**src/sv/chte_pkg.sv**
```systemverilog
// ----------------------------------------------------------------------------
// chte_pkg: shared types and constants for the chained hash table engine
// Sizes, command and status codes, channel payload types.
// ----------------------------------------------------------------------------
`default_nettype none
package chte_pkg;
    localparam int MAX_BUCKETS  = 256;
    localparam int POOL_ENTRIES = 1024;
    localparam int BKT_W  = $clog2(MAX_BUCKETS);
    localparam int NODE_W = $clog2(POOL_ENTRIES);
    localparam int LINK_W = $clog2(POOL_ENTRIES + 1);
    localparam int CNT_W  = 9;
    localparam logic [LINK_W-1:0] LINK_NONE = LINK_W'(POOL_ENTRIES);
    localparam logic [CNT_W-1:0]  CNT_RESET = CNT_W'(256);

    localparam logic [1:0] CMD_ENTER   = 2'd0;
    localparam logic [1:0] CMD_FIND    = 2'd1;
    localparam logic [1:0] CMD_EXTRACT = 2'd2;
    localparam logic [1:0] CMD_UNUSED  = 2'd3;

    localparam logic [2:0] ST_INSERTED  = 3'd0;
    localparam logic [2:0] ST_REPLACED  = 3'd1;
    localparam logic [2:0] ST_FOUND     = 3'd2;
    localparam logic [2:0] ST_NOT_FOUND = 3'd3;
    localparam logic [2:0] ST_EXTRACTED = 3'd4;
    localparam logic [2:0] ST_FULL      = 3'd5;

    typedef struct packed {
        logic [1:0]         cmd;
        logic signed [31:0] key;
        logic [31:0]        data_in;
    } req_t;

    typedef struct packed {
        logic [2:0]  status;
        logic [31:0] data_out;
    } rsp_t;
endpackage
`default_nettype wire

```
**src/sv/chte_mod.sv**
```systemverilog
// ----------------------------------------------------------------------------
// chte_mod: bucket index unit
// Magnitude of the key modulo the bucket count, restoring, one bit a cycle.
// ----------------------------------------------------------------------------
`default_nettype none
module chte_mod (
    input  wire logic                        clk,
    input  wire logic                        rst_n,
    input  wire logic                        start,
    input  wire logic [31:0]                 mag,
    input  wire logic [chte_pkg::CNT_W-1:0]  divisor,
    output logic                             done,
    output logic [chte_pkg::BKT_W-1:0]       rem
);
    import chte_pkg::*;

    logic [31:0]      q_reg;
    logic [CNT_W:0]   r_reg;
    logic [5:0]       cnt_reg;
    logic             busy_reg;
    logic [CNT_W:0]   shifted;
    logic [CNT_W:0]   d_ext;

    assign d_ext   = {1'b0, divisor};
    assign shifted = {r_reg[CNT_W-1:0], q_reg[31]};
    assign done    = busy_reg && (cnt_reg == 6'd0);
    assign rem     = r_reg[BKT_W-1:0];

    always_ff @(posedge clk or negedge rst_n)
    begin
        if (!rst_n)
        begin
            busy_reg <= 1'b0;
            cnt_reg  <= 6'd0;
        end
        else if (start)
        begin
            busy_reg <= 1'b1;
            cnt_reg  <= 6'd32;
        end
        else if (busy_reg)
        begin
            if (cnt_reg == 6'd0)
                busy_reg <= 1'b0;
            else
                cnt_reg <= cnt_reg - 6'd1;
        end
    end

    always_ff @(posedge clk)
    begin
        if (start)
        begin
            q_reg <= mag;
            r_reg <= '0;
        end
        else if (busy_reg && cnt_reg != 6'd0)
        begin
            q_reg <= {q_reg[30:0], 1'b0};
            r_reg <= (shifted >= d_ext) ? shifted - d_ext : shifted;
        end
    end
endmodule
`default_nettype wire

```
**config.mk**
```make
export PLATFORM = sky130hd
export DESIGN_NAME = chte_mod
export DESIGN_NICKNAME = d
export VERILOG_FILES = /design/src/sv/chte_pkg.sv /design/src/sv/chte_mod.sv
export SDC_FILE = /design/constraint.sdc
export NUM_CORES = 1
export LEC_CHECK = 0
export ABC_AREA = 1
export BUFFER_PORTS_ARGS = -buffer_cell sky130_fd_sc_hd__buf_2
export CAP_MARGIN = 20
export CORE_MARGIN = 2
export CORE_UTILIZATION = 35
export DETAILED_ROUTE_END_ITERATION = 8
export GPL_ROUTABILITY_DRIVEN = 0
export HOLD_SLACK_MARGIN = 0.06
export SYNTH_ARGS = -nofsm -noshare
export SYNTH_HDL_FRONTEND = slang
export SYNTH_SLANG_ARGS = --single-unit
export TNS_END_PERCENT = 10
```
**constraint.sdc**
```tcl
create_clock -name clk -period 4.09 [get_ports clk]
set_input_delay 0.409 -clock clk [delete_from_list [all_inputs] [get_ports clk]]
set_output_delay 0.409 -clock clk [all_outputs]
set_load 0.05 [all_outputs]
```
==> impl_metrics.tcl, run 1 <==
set metrics [dict create \
    num_rows 32 \
    holdBufCountCts 1 \
    avgSynthCellArea_um2 7.760 \
    num_vias 2174 \
    dp_hpwl_um 3792 \
    slew_headroom 0.3799 \
    vias_per_cell 4.365 \
    pwr-share-clk 0.130 \
    switching_share 0.4392 \
    leakagePower_nw 1.684 \
    cp_max_fo 37 \
    grt_util_all_layers 0.1288 \
    ios 53 \
    synth_area_leaders "edfxtp_1 35%, nand2_1 22%, dfxtp_1 6.6%" \
    worstSetupPathType "in -> reg" \
    cts_setup_buffers 0 \
    p_sw_mw 0.9058 \
    final_hold_viol_count 0 \
    grt_first_pass_wirelength_um 9004 \
    drive_gt1_frac 0.1667 \
    wire_per_inst_um 10.21 \
    largest_reg_flops 32 \
    cts_tree "yes" \
    dieHeight_um 92.22 \
    clkSlewWorstSetupHoldPaths_ns 0.09 \
    placed_cells 489 \
    num-nets-final 451 \
    seqPwrFrac 0.388 \
    area_growth_syn_to_layout_pct 14.10 \
    clock-sinks 48 \
    fmax_mhz 448.9 \
    drc 0 \
    yosysSeqAreaShare 0.4832 \
    slowest_stage "buf_2" \
    first_pass_iters 4 \
    antennaDiodeCount 0 \
    cts_buffer_depth 2 \
    netlist_instances 351 \
    synth_top_area_cell "edfxtp_1" \
    yosysWarnings 0 \
    ys.flop_type "edfxtp_1" \
    drt-initial-drc-count 107 \
    initial_utilization 0.3562 \
    whs_path_depth 3 \
    ys_async_sr_fraction 0.1458 \
    stdcell_count 498 \
    grt_overflow 0 \
    fp.coreArea_um2 7647 \
    ys_ff_latch 48 \
    whs_ns 0.3749 \
    cts_buffers 5 \
    ys_types 26 \
    cp-end-kind "flip-flop" \
    maxCapViolations 0 \
    p_int_mw 1.157 \
    critPathArrivalTime_ns 2.42 \
    required_ns 4.28 \
    syn_area_um2 2724 \
    portBuffers 52 \
    utilization 0.4064 \
    holdCritPathClass "in -> reg" \
    grt_max_degree 38 \
    syn-num-nets 407 \
    finalSetupViolations 0 \
    fp.dieW_um 92.22 \
    h-tree-depth 2 \
    cts_root_buffer "clkbuf_8" \
    period_share 0.5446 \
    comb_power_share 0.481 \
    path_cells "buf_2, inv_2, nand2_1, buf_4, clkinv_1, nand2_1, nand2_1" \
    cp_common_cell "nand2_1" \
    final_antenna_net_count 0 \
    drv_slew 0 \
    setup_tns_ns 0 \
    powerDensity_nw_per_um2 663.6 \
    cpPeakStageDelay_ns 0.47 \
    dieArea_um2 8505 \
    ctsResizeCount 0 \
    synth_edf_count 32 \
    status "finished clean" \
    period_needed_ns 2.227 \
    skew_ns 0.007497 \
    tightest_slew_ns 0.9282 \
    ir_drop_v 0.0002885 \
    r2r_setup_slack_ns 1.92 \
    rsz0062_at_grt "false" \
    critPathLaunchType "primary input" \
    routed_wirelength_um 5087 \
    synth_top_cell_area_share 0.3528 \
    antenna_found_initial 0 \
    worstSkewPairLatency_ns 0.29 \
    reg2reg_depth 8 \
    grt_pass1_vias 2049 \
]
power by group through the flow:
| stage | sequential, mW | combinational, mW | clock, mW |
|---|---|---|---|
| after floorplan | 0.783 | 0.882 | 0 |
| after global placement | 0.811 | 0.982 | 0 |
| after detailed placement | 0.810 | 0.998 | 0 |
| after CTS | 0.801 | 1.00 | 0.281 |
| after global routing | 0.824 | 1.14 | 0.298 |
| final | 0.801 | 0.993 | 0.269 |
cells by family after synthesis:
family                   synth area share
adder cells (fa/ha/maj)           0.05788
flip-flops                         0.4832
buffers and inverters              0.1020
AND/OR/NAND/NOR                    0.3252
AO/OA/AOI/OAI                     0.02205
XOR/XNOR                         0.009648
critical path, delay by kind of cell:
kind / cells / cell delay [ns]
AND/OR/NAND/NOR: 3 / 0.35
buffers and inverters: 4 / 1.65
layout make-up:
class                      instances  area, µm²
inverter                          46      172.7
tap                              102      127.6
fill                             800       4539
multi-input combinational        240       1130
clock buffer                       6      72.57
timing repair buffer              54      277.8
sequential                        48       1316
clock inverter                     2      11.26
layout by cell type, fill, tap and decap left out, types with 2 or more instances in the layout:
master,n
inv_1,44
nor2_2,2
nand3_1,30
a21oi_1,6
clkbuf_8,5
o21ai_0,3
nand2_1,163
ha_1,11
clkinv_1,2
xnor2_1,3
nor2_1,10
buf_2,52
dfxtp_1,9
nand4_1,4
dfrtp_1,7
edfxtp_1,32
worst paths after layout:
| kind | start | to |
|---|---|---|
| setup / recovery | start | r_reg[5]$_SDFFE_PP0P_ |
| hold / removal | mag[0] | q_reg[0]$_SDFFCE_PN0P_ |
| setup reg to reg | r_reg[1]$_SDFFE_PP0P_ | r_reg[4]$_SDFFE_PP0P_ |
| hold reg to reg | cnt_reg[5]$_DFFE_PN0P_ | cnt_reg[5]$_DFFE_PN0P_ |
| max in group asynchronous | rst_n | cnt_reg[1]$_DFFE_PN0P_ |
| min in group asynchronous | rst_n | cnt_reg[5]$_DFFE_PN0P_ |
routing by layer:
metal / part of all wire / up-vias / global-route usage
li1: - / 1181 / -
met1: 0.50 / 933 / 0.1809
met2: 0.44 / 53 / 0.2053
met3: 0.056 / 7 / 0.02794
met4: 0.012 / 0 / 0.02736
met5: 0 / - / 0
per-stage QoR:
stage / worst slack [ns] / total power [mW] / instance area (µm²)
2_1_floorplan: 1.814 / 1.665 / 2724
3_3_place_gp: 1.605 / 1.793 / 3014
3_5_place_dp: 1.490 / 1.809 / 3014
4_1_cts: 1.815 / 2.086 / 3108
5_1_grt: 1.561 / 2.259 / 3108
6_report: 1.863 / 2.062 / 3108
cells in the mapped netlist (all sizes together), types with 3 or more instances:
master  instances
a21oi           7
buf            10
clkbuf          7
dfrtp           7
dfxtp           9
edfxtp         32
ha             11
inv            45
nand2         166
nand3          30
nand4           4
nor2           12
o21ai           3
xnor2           3
No activity file was read; power rests on OpenSTA's default activity.
==> run 2, diff against run 1 <==
- ABC_AREA: 1 -> 0
- clock period: 4.09 -> 2.2 ns (I/O delays scaled with it)
==> run 2 against run 1 <==
Effect of this change:
- die area fell by 2.4%
- clock skew fell by 0.0032 ns
- sequential share of layout area fell by 1.7 points
- hold slack got worse by 0.16 ns
- setup slack got worse by 1.8 ns
- non-clock buffer count rose by 19
- clock-buffer cell count fell by 1
- synthesized cell count fell by 36%
- sequential power rose by 74%
- critical path type is now reg -> reg
- largest power group unchanged
- highest routed layer unchanged
==> impl_metrics.tcl, run 2 <==
set metrics [dict create \
    grt_overflow 0 \
    num_vias 1870 \
    dp_hpwl_um 3578 \
    r2r_start "q_reg[31]$_DFFE_PP_" \
    maxCapViolations 0 \
    tightest_slew_ns 0.4850 \
    synth_top_area_cell "edfxtp_1" \
    required_ns 2.38 \
    antenna_found_initial 0 \
    critPathArrivalTime_ns 2.36 \
    first_pass_iters 4 \
    initial_utilization 0.3641 \
    ys.flop_type "edfxtp_1" \
    vias_per_cell 4.845 \
    netlist_instances 225 \
    skew_ns 0.004347 \
    finalSetupViolations 0 \
    drc 0 \
    cp-end-kind "flip-flop" \
    num-nets-final 342 \
    syn-num-nets 281 \
    ys_async_sr_fraction 0.1458 \
    reg2reg_depth 10 \
    clock-sinks 48 \
    r2r-end "r_reg[6]$_SDFFE_PP0P_" \
    cts_buffers 5 \
    final_common_cell "buf_2" \
    holdCritPathClass "in -> reg" \
    dieHeight_um 91.10 \
    portBuffers 52 \
    ir_drop_v 0.0004947 \
    wire_per_inst_um 12.89 \
    period_share 0.9905 \
    yosysMostFrequentCell "edfxtp_1" \
    ys_ff_latch 48 \
    fp.coreArea_um2 7292 \
    cp_max_fo 5 \
    final_hold_viol_count 0 \
    synth_top_cell_area_share 0.3619 \
    status "finished clean" \
    critPathLaunchType "flip-flop" \
    slew_headroom 0.6760 \
    cts_buffer_depth 2 \
    period_needed_ns 2.179 \
    worstSkewPairLatency_ns 0.30 \
    powerDensity_nw_per_um2 1087 \
    setup_tns_ns 0 \
    most-common-layout-cells "52 x buf_2, 32 x edfxtp_1, 31 x mux2_2" \
    dieArea_um2 8298 \
    worstHoldStart "mag[0]" \
    ys_types 48 \
    leakagePower_nw 1.429 \
    yosysWarnings 0 \
    largest_reg_flops 32 \
    routed_wirelength_um 4977 \
    worstSetupPathType "reg -> reg" \
    antennaDiodeCount 0 \
    grt_pass1_vias 1893 \
    whs_path_depth 2 \
    drv_slew 0 \
    grt_util_all_layers 0.1299 \
    whs_ns 0.2106 \
    final_antenna_net_count 0 \
    synth_edf_count 32 \
    drive_gt1_frac 0.4216 \
    h-tree-depth 2 \
    yosysSeqAreaShare 0.4958 \
    grt_max_degree 51 \
    drt-initial-drc-count 26 \
    r2r_setup_slack_ns 0.02 \
    synth_area_leaders "edfxtp_1 36%, mux2_2 13%, dfxtp_1 6.8%" \
    num_rows 31 \
    cts_tree "yes" \
    fp.dieW_um 91.10 \
    avgSynthCellArea_um2 11.80 \
    syn_area_um2 2655 \
    min_to "q_reg[0]$_SDFFCE_PN0P_" \
    synth_commonest_cells "32 x edfxtp_1, 31 x mux2_2, 19 x nor2_1" \
    cts_root_buffer "clkbuf_8" \
    ios 53 \
    rsz0062_at_grt "true" \
    area_growth_syn_to_layout_pct 21.91 \
    fmax_mhz 458.9 \
    clkSlewWorstSetupHoldPaths_ns 0.09 \
    grt_first_pass_wirelength_um 8707 \
]
==> run 2: cell types whose count changed after synthesis, moves of 5 or more <==
cell | before | now
inv_1 | 44 | 13
mux2_2 | 0 | 31
nor2_1 | 10 | 19
nand3_1 | 30 | 6
mux2i_1 | 0 | 5
nand2_1 | 163 | 5
a211oi_1 | 0 | 8
nand2b_1 | 0 | 5
==> run 2: kinds of logic after synthesis <==
logic type	Yosys count	share of synthesized area
buf+inv	32	0.06362
xor+xnor	9	0.02969
simple gates	54	0.1089
compound gates	34	0.09238
flops	48	0.4958
mux	36	0.1503
fa+ha+maj	12	0.05938
==> run 2: timing repair <==
action | in CTS | in global routing
pin swaps | 2 | 5
cloned | 1 | 0
setup endpoints to repair | 4 | 9
setup buffers | 0 | 1
resized for setup | 4 | 4
hold buffers | 1 | 0
hold endpoints to repair | 7 | 0
==> run 2: worst max-delay path, stage by stage, from the launching register on <==
cell      delay, ns
edfxtp_1       0.39
inv_1          0.07
ha_1           0.15
inv_1          0.05
fa_2           0.37
a21oi_4        0.16
a211oi_2       0.10
nor3_2         0.29
buf_6          0.18
mux2i_1        0.20
a211oi_1       0.10
==> run 2: power breakdown <==
group          switching [mW]  internal (mW)  total (mW)
registers               0.118           1.27        1.39
logic                   0.805          0.698        1.50
clock network           0.292          0.337       0.629
==> run 2: area by class of cell <==
cell class	instances	area [µm²]
clock buffers	5	68.82
inverters	13	48.80
repair buffers	73	436.7
multi-input cells	145	1200
fillers	730	4055
well taps	99	123.9
clock inverters	3	42.54
flip-flops and latches	48	1316
==> run 2: through the flow <==
step	setup slack (ns)	instances	utilization	power (mW)	cell area, µm²
final	0.02087	386	0.4439	3.519	3237
after global routing	-0.1346	386	0.4439	3.791	3237
after CTS	0.01216	385	0.4399	3.525	3208
after detailed placement	-0.03673	375	0.4206	2.838	3067
after global placement	0.07767	375	0.4206	2.827	3067
after floorplan	0.08676	225	-	2.495	2655
==> run 2: layer usage <==
metal | vias up | track usage | share of wire
li1 | 937 | - | -
met1 | 874 | 0.1628 | 0.46
met2 | 53 | 0.2142 | 0.46
met3 | 6 | 0.03485 | 0.064
met4 | 0 | 0.04924 | 0.015
met5 | - | 0 | 0
==> run 2: worst max path at each step <==
stage	slack, ns	depth (start not counted)	end	startpoint
floorplan	0.09	3	q_reg[0]$_SDFFCE_PN0P_	cnt_reg[3]$_DFFE_PN0P_
global placement	0.08	10	r_reg[1]$_SDFFE_PP0P_	q_reg[31]$_DFFE_PP_
detailed placement	-0.04	10	r_reg[6]$_SDFFE_PP0P_	q_reg[31]$_DFFE_PP_
CTS	0.01	10	r_reg[6]$_SDFFE_PP0P_	q_reg[31]$_DFFE_PP_
global route	-0.13	10	r_reg[6]$_SDFFE_PP0P_	q_reg[31]$_DFFE_PP_
finish	0.02	10	r_reg[6]$_SDFFE_PP0P_	q_reg[31]$_DFFE_PP_
